==> src/hdl/uv_sphere_vertex_triangle_gen_core_assert.svh <==
`ifndef UV_SPHERE_VERTEX_TRIANGLE_GEN_CORE_ASSERT_SVH
`define UV_SPHERE_VERTEX_TRIANGLE_GEN_CORE_ASSERT_SVH

// plain check, sampled on clk_i, off during reset
`define UVS_ASSERT(lbl, prop, msg) \
  lbl: assert property (@(posedge clk_i) disable iff (!rst_ni) (prop)) else $error(msg);

// implication check, sampled on clk_i, off during reset
`define UVS_ASSERT_IMP(lbl, ante, cons, msg) \
  lbl: assert property (@(posedge clk_i) disable iff (!rst_ni) (ante) |-> (cons)) else $error(msg);

`endif

==> src/hdl/uvs_pkg.sv <==
package uvs_pkg;

  localparam int STACK_BITS_DEF   = 8;
  localparam int SLICE_BITS_DEF   = 8;
  localparam int CORDIC_STEPS_DEF = 16;

  localparam int IDX_W   = 8;
  localparam int UV_W    = 17;
  localparam int CRN_W   = 17;
  localparam int POS_W   = 17;
  localparam int Q30_W   = 33;
  localparam int PROD_W  = 66;
  localparam int RND_W   = 36;
  localparam int DIV_STEPS = UV_W;

  localparam logic [32:0] TURN_Q30 = 33'd6746518852;

  typedef logic signed [Q30_W-1:0] q30_t;

  localparam q30_t CORDIC_GAIN = 33'sd652032875;

  localparam q30_t ATAN_Q30 [24] = '{
    33'sd843314856, 33'sd497837829, 33'sd263043836, 33'sd133525158,
    33'sd67021686,  33'sd33543515,  33'sd16775850,  33'sd8388437,
    33'sd4194282,   33'sd2097149,   33'sd1048575,   33'sd524287,
    33'sd262143,    33'sd131071,    33'sd65535,     33'sd32767,
    33'sd16383,     33'sd8191,      33'sd4095,      33'sd2047,
    33'sd1023,      33'sd511,       33'sd255,       33'sd127
  };

  typedef enum logic [1:0] {
    REG_STACKS = 2'd0,
    REG_SLICES = 2'd1,
    REG_RADIUS = 2'd2
  } cfg_reg_e;

  typedef enum logic {
    CMD_VERTEX   = 1'b0,
    CMD_TRIANGLE = 1'b1
  } cmd_e;

  typedef struct packed {
    cmd_e             cmd;
    logic             ok;
    logic [CRN_W-1:0] crn_a;
    logic [CRN_W-1:0] crn_b;
    logic [CRN_W-1:0] crn_c;
    logic [UV_W-1:0]  tex_u;
    logic [UV_W-1:0]  tex_v;
  } side_t;

  // floor((p + 2^29) / 2^30)
  function automatic logic signed [RND_W-1:0] rnd_q30(input logic signed [PROD_W-1:0] p);
    logic signed [PROD_W-1:0] t;
    t = p + 66'sd536870912;
    return RND_W'(t >>> 30);
  endfunction

  function automatic logic signed [POS_W-1:0] sat_pos(input logic signed [RND_W-1:0] v);
    logic signed [POS_W-1:0] r;
    if (v > 36'sd65535) begin
      r = 17'sd65535;
    end else if (v < -36'sd65535) begin
      r = -17'sd65535;
    end else begin
      r = v[POS_W-1:0];
    end
    return r;
  endfunction

endpackage

==> src/hdl/uvs_div.sv <==
module uvs_div (
  input  logic               clk_i,
  input  logic               rst_ni,
  input  logic               en_i,
  input  logic               vld_i,
  input  uvs_pkg::side_t     side_i,
  input  logic [7:0]         st_i,
  input  logic [7:0]         sl_i,
  input  logic [7:0]         stacks_i,
  input  logic [7:0]         slices_i,
  output logic               vld_o,
  output uvs_pkg::side_t     side_o
);

  localparam int N = uvs_pkg::DIV_STEPS;

  logic [7:0]              num [2];
  logic [7:0]              den [2];
  logic [7:0]              rem_q [2][N];
  logic [uvs_pkg::UV_W-1:0] quo_q [2][N];
  logic                    vld_q [N];
  uvs_pkg::side_t          side_q [N];

  assign num[0] = sl_i;
  assign den[0] = slices_i;
  assign num[1] = st_i;
  assign den[1] = stacks_i;

  // one quotient bit per stage, MSB first; lane 0 gives u, lane 1 gives v
  for (genvar k = 0; k < N; k++) begin : g_stage
    for (genvar l = 0; l < 2; l++) begin : g_lane
      logic [7:0]               prev;
      logic                     nbit;
      logic [8:0]               t;
      logic [8:0]               diff;
      logic                     ge;
      logic [uvs_pkg::UV_W-1:0] qprev;

      if (k == 0) begin : g_first
        assign prev  = {1'b0, num[l][7:1]};
        assign nbit  = num[l][0];
        assign qprev = '0;
      end else begin : g_next
        assign prev  = rem_q[l][k-1];
        assign nbit  = 1'b0;
        assign qprev = quo_q[l][k-1];
      end

      assign t    = {prev, nbit};
      assign ge   = t >= {1'b0, den[l]};
      assign diff = t - {1'b0, den[l]};

      always_ff @(posedge clk_i) begin
        if (en_i) begin
          rem_q[l][k] <= ge ? diff[7:0] : t[7:0];
          quo_q[l][k] <= qprev | (uvs_pkg::UV_W'(ge) << (N - 1 - k));
        end
      end
    end

    if (k == 0) begin : g_side0
      always_ff @(posedge clk_i or negedge rst_ni) begin
        if (!rst_ni) begin
          vld_q[k] <= 1'b0;
        end else if (en_i) begin
          vld_q[k] <= vld_i;
        end
      end
      always_ff @(posedge clk_i) begin
        if (en_i) begin
          side_q[k] <= side_i;
        end
      end
    end else begin : g_siden
      always_ff @(posedge clk_i or negedge rst_ni) begin
        if (!rst_ni) begin
          vld_q[k] <= 1'b0;
        end else if (en_i) begin
          vld_q[k] <= vld_q[k-1];
        end
      end
      always_ff @(posedge clk_i) begin
        if (en_i) begin
          side_q[k] <= side_q[k-1];
        end
      end
    end
  end

  always_comb begin
    side_o       = side_q[N-1];
    side_o.tex_u = quo_q[0][N-1];
    side_o.tex_v = quo_q[1][N-1];
  end

  assign vld_o = vld_q[N-1];

endmodule

==> config.mk <==
export PLATFORM = sky130hd
export DESIGN_NAME = uvs_div
export DESIGN_NICKNAME = d
export VERILOG_FILES = /design/src/hdl/uv_sphere_vertex_triangle_gen_core_assert.svh /design/src/hdl/uvs_pkg.sv /design/src/hdl/uvs_div.sv
export SDC_FILE = /design/constraint.sdc
export NUM_CORES = 1
export LEC_CHECK = 0
export BUFFER_PORTS_ARGS = -buffer_cell sky130_fd_sc_hd__buf_2
export CORE_MARGIN = 4
export CORE_UTILIZATION = 62
export DETAILED_ROUTE_END_ITERATION = 16
export PLACE_DENSITY = 0.88
export SKIP_LAST_GASP = 1
export SLEW_MARGIN = 25
export SYNTH_ARGS = -nofsm -noshare
export SYNTH_HDL_FRONTEND = slang
export SYNTH_SLANG_ARGS = --single-unit
export TNS_END_PERCENT = 5
==> constraint.sdc <==
create_clock -name clk_i -period 3.1 [get_ports clk_i]
set_clock_uncertainty 0.2 [all_clocks]
set_input_delay 0.31 -clock clk_i [delete_from_list [all_inputs] [get_ports clk_i]]
set_output_delay 0.31 -clock clk_i [all_outputs]
set_load 0.02 [all_outputs]
-- Yosys cells after proc, flatten, opt, wreduce, memory -nomap -nowiden
Memory sizes are Yosys's and may differ from the RTL's.
Index checks and enable logic that the tools add are counted.
- add/subtract/negate cells: 34
- order comparisons: 34
- bitwise operators: 32
- mux-type cells: 36
- operators by type and width (operator ; count):
    9-bit by 8-bit >= comparator with 1-bit output ; 32
    8-bit two-way mux ; 34
    8-bit subtractor ; 34
    17-bit by 1-bit OR with 17-bit output ; 2
    17-bit by 10-bit OR with 17-bit output ; 2
    17-bit by 11-bit OR with 17-bit output ; 2
    17-bit by 12-bit OR with 17-bit output ; 2
    17-bit by 13-bit OR with 17-bit output ; 2
    17-bit by 14-bit OR with 17-bit output ; 2
    17-bit by 15-bit OR with 17-bit output ; 2
    17-bit by 16-bit OR with 17-bit output ; 2
    17-bit by 2-bit OR with 17-bit output ; 2
    17-bit by 3-bit OR with 17-bit output ; 2
    17-bit by 4-bit OR with 17-bit output ; 2
    17-bit by 5-bit OR with 17-bit output ; 2
    17-bit by 6-bit OR with 17-bit output ; 2
    17-bit by 7-bit OR with 17-bit output ; 2
    17-bit by 8-bit OR with 17-bit output ; 2
    17-bit by 9-bit OR with 17-bit output ; 2
    8-bit >= comparator ; 2
    1-bit two-way mux ; 2
- word-level logic and storage cells: 156
- RAM bits: 2297
- memories: 3
- output and inout port bits: 88
- register bits: 17
- memory list (name ; words ; bits a word ; read ports ; clocked after memory_dff ; write ports ; line ; RTL):
    side_q ; 17 ; 87 ; 17 ; 0 ; 17 ; uvs_div.sv:22 ; uvs_pkg::side_t side_q [N];
    quo_q ; 2 ; 273 ; 2 ; 0 ; 2 ; uvs_div.sv:20 ; logic [uvs_pkg::UV_W-1:0] quo_q [2][N];
    rem_q ; 2 ; 136 ; 2 ; 0 ; 2 ; uvs_div.sv:19 ; logic [7:0] rem_q [2][N];

-- Longest topological paths before layout
An unclocked memory read counts as a cell.
- word-level depth: 3
- mapped depth: 11
- mapped depth without buffers: 9

-- Least setup slack after synthesis
No wires, ideal clock.
- path type: input to register
- start point: input stacks_i[0]
- end point: memory rem_q[0][178] in the netlist's numbering (data pin)
- setup slack: -0.050 ns
- stages: 10
- path buffers: 4
- arrival time: 2.691 ns
- library setup time: 0.260 ns
- required time: 2.640 ns
- path through: buf_4 -> inv_1 -> clkbuf_1 -> clkbuf_1 -> ha_1 -> nand4_1 -> o21ai_0 -> o32a_1 -> clkbuf_1 -> mux2_2
- RTL lines (element ; line ; RTL):
    start, declared ; uvs_div.sv:9 ; input logic [7:0] stacks_i,
    end, declared ; uvs_div.sv:19 ;

==> reports/results.txt <==
Inserted Clock Buffers: 143
Syn Area/Cell: 17.5 µm²
Top post-synthesis cells by count: edfxtp_1 (1463), ha_1 (270), nor2_1 (161), inv_1 (159), o21ai_0 (155)
Share of layout cells above drive strength 1: 0.188
Period utilisation layout: 0.943
Worst r2r dst: rem_q[0][149]$_DFFE_PP_
Vias: 30000
Final hold viol count: 0
Final antenna-violating net count: 0
Syn Nets: 3741
Power per cell area: 866 mW/mm²
CP dominant cell by count: dlygate4sd3_1
Max Cap Violations: 0
WP data arrival: 3.23 ns
Placed Cells: 4948
Fill count: 5256
Finish-stage setup viols: 0
Clk root buf: clkbuf_16
Gr ovfl total: 0
Clock Path Buffers: 3
Placed inst area: 0.0627 mm²
DIE AREA: 0.0986 mm²
PortBufs: 176
Rel. slew slack: 0.521
Min Tclk post-route: 2.92 ns
Largest net degree at the start of global routing: 124
Initial Utilization: 0.629
Synth top area cells: edfxtp_1 (76%), ha_1 (5.8%), mux2_2 (2.2%)
Class of the worst hold path: input port to flip-flop
Row cnt: 111
WL met1: 41400 µm
Crit path max fanout: 5
Slew @ Worst Pin: 0.717 ns
Maximum operating frequency: 0.342 GHz
Post-route DRC: 0
Unrepaired setup endpoints after global routing: false
Dominant synthesized flop cell: edfxtp_1
Estimated wirelength of the detail-placed design: 61800 µm
Status: finished, final reports clean
WP buf/inv: 4
Synth warn: 0
Area share of the largest cell type after synthesis: 0.757
FF/Latch Area: 0.0444 mm²
Ordered cell list for the critical path: dlygate4sd3_1, buf_2, inv_1, ha_1, fa_1, nor2b_1, o21ai_0, nand2_1, nor4_2, o21ai_2, mux2_2, dlygate4sd3_1
CP peak stage delay: 0.55 ns
Hold Path End: side_q[0][44]$_DFFE_PP_
Final wirelength: 105000 µm
Final nets: 4354
Distinct cells, synth: 61
WL per Instance: 19.9 µm
Flops & latches, synth: 1480
R2r startpoint: rem_q[0][154]$_DFFE_PP_
Routed wl met2: 54700 µm
Worst skew pair latency: 0.75 ns
Slew Limit Fails: 0
Final cell count without fillers: 5286
P&R area growth vs syn: 17.4%
Area leader, netlist: edfxtp_1
H-tree Lvls: 4
First-pass GRT wire length: 167000 µm
Delay-heaviest family, CP: buffers and inverters
Vias in the first global route: 31200
Die width: 314 µm
I/O pin count: 211
R2R cell count: 7
Worst Setup Start Kind: input port
Top sig layer: met4
Core Box Area: 0.0924 mm²
Final instance area: 0.0682 mm²
Initial antenna violation count: 2
Total GRT Usage: 0.217
Req. time, crit path: 3.41 ns
Hold Path Origin: side_i[44]
Asr flop ratio synth: 0.0115
Vias per inst: 5.67
Detail Route met3 WL: 5270 µm
WP depth: 12
DR iter-0 viols: 2547
Gp weighted congestion: 0.852
Hold path depth: 2
Crit Path Category: input port to flip-flop
Area of the multi-input gates: 0.0130 mm²
Drt pass-1 iters: 6
Cell count after synthesis: 3316
Leakage: 0.0254 µW
Clk pin slew, worst setup/hold paths: 0.06 ns
Sequential cell area fraction in the yosys report: 0.764
Total Power: 59000 µW
TNS Setup: 0 ns
FF-to-FF setup slack: 0.22 ns
Crit-path slowest cell: dlygate4sd3_1
CTS Sinks: 1480
Maximum vdd drop: 0.590 mV
Post-Syn Area: 0.0581 mm²
Chip Height: 314 µm
EDFF count, synth: 1463
Most frequent cell after synthesis: edfxtp_1
Crit path capture type: flip-flop
CTS tree: built
## placed cells by master (no fill, tap or decap), drive strengths merged, types with 24 or more instances in the layout
cell type | Yosys | layout
nand2b | 49 | 49
xnor2 | 78 | 78
a21boi | 48 | 48
clkinv | 0 | 61
buf | 17 | 421
mux2 | 123 | 123
or3 | 24 | 24
o31ai | 51 | 51
inv | 160 | 167
dlygate4sd3 | 0 | 75
nor2 | 161 | 161
fa | 32 | 32
nand3 | 28 | 28
edfxtp | 1463 | 1463
o21a | 44 | 44
o21ai | 160 | 160
clkbuf | 11 | 176
a21o | 45 | 45
nor2b | 54 | 54
nand2 | 123 | 123
ha | 270 | 270
nor3 | 26 | 26
a21oi | 112 | 112
## routing by layer
layer,track usage,vias to the layer above
li1,-,14100
met4,0.0872,0
met5,0,-
met2,0.383,868
met3,0.0369,268
met1,0.267,14800
## state kept, by name (all words and copies together), names as in the netlist
name,cells
side_q,901
quo_q,306
rem_q,256
vld_q,16
vld_o,1
## worst max-delay path by stage
stage | slack [ns] | end | start
6_report | 0.18 | rem_q[0][131]$_DFFE_PP_ | sl_i[0]
5_1_grt | 0.04 | rem_q[0][131]$_DFFE_PP_ | sl_i[0]
4_1_cts | 0.14 | rem_q[0][131]$_DFFE_PP_ | sl_i[0]
3_5_place_dp | 0.07 | rem_q[0][92]$_DFFE_PP_ | slices_i[1]
3_3_place_gp | 0.10 | rem_q[0][155]$_DFFE_PP_ | stacks_i[1]
2_1_floorplan | 0.21 | rem_q[0][154]$_DFFE_PP_ | stacks_i[0]
## worst reg2reg max path, delay by kind of cell (launching register included)
| kind | cells | cell delay (ns) |
|---|---|---|
| AO/OA/AOI/OAI | 4 | 0.97 |
| multiplexers | 1 | 0.39 |
| flip-flops | 1 | 0.43 |
| AND/OR/NAND/NOR | 1 | 0.26 |
| adder cells (fa/ha/maj) | 1 | 0.36 |
## through the flow
| step | setup slack (ns) | hold slack, ns | util |
|---|---|---|---|
| after floorplan | 0.212 | -0.186 | - |
| after global placement | 0.104 | 0.0308 | 0.679 |
| after detailed placement | 0.0739 | 0.0410 | 0.679 |
| after CTS | 0.143 | 0.00215 | 0.738 |
| after global routing | 0.0440 | 0.0316 | 0.738 |
| final | 0.178 | 0.0634 | 0.738 |
## cells by family (layout without fill, tap and decap cells)
logic type,after synthesis,after routing,share of synthesized area
DFF,1480,1480,0.764
AOI/OAI and AO/OA,579,579,0.0677
and+or+nand+nor,523,523,0.0435
adders and majority gates,302,302,0.0692
buffers and inverters,188,914,0.0128
muxes,146,146,0.0282
xor gates and xnor gates,98,98,0.0148
other,0,1,0
## area by class of cell
cell class	count	share of cell area
clock inverter	82	0.0137
sequential	1480	0.651
timing repair buffer	496	0.0589
clock buffer	176	0.0546
antenna	1	0.0000367
tap	1243	0.0228
inverter	160	0.00881
multi-input combinational	1648	0.190
## what timing repair did
item	CTS	global route
hold buffers	75	0
endpoints found under the setup margin	0	1
endpoints found under the hold margin	167	0
buffers inserted	0	4
resized for setup	0	1
## where the power goes
part / internal [µW] / switching [µW] / total (µW)
Sequential: 25900 / 1360 / 27200
Clock: 9690 / 7500 / 17200
Combinational: 7160 / 7420 / 14600
Note: power is estimated with default switching activity, not from simulation.
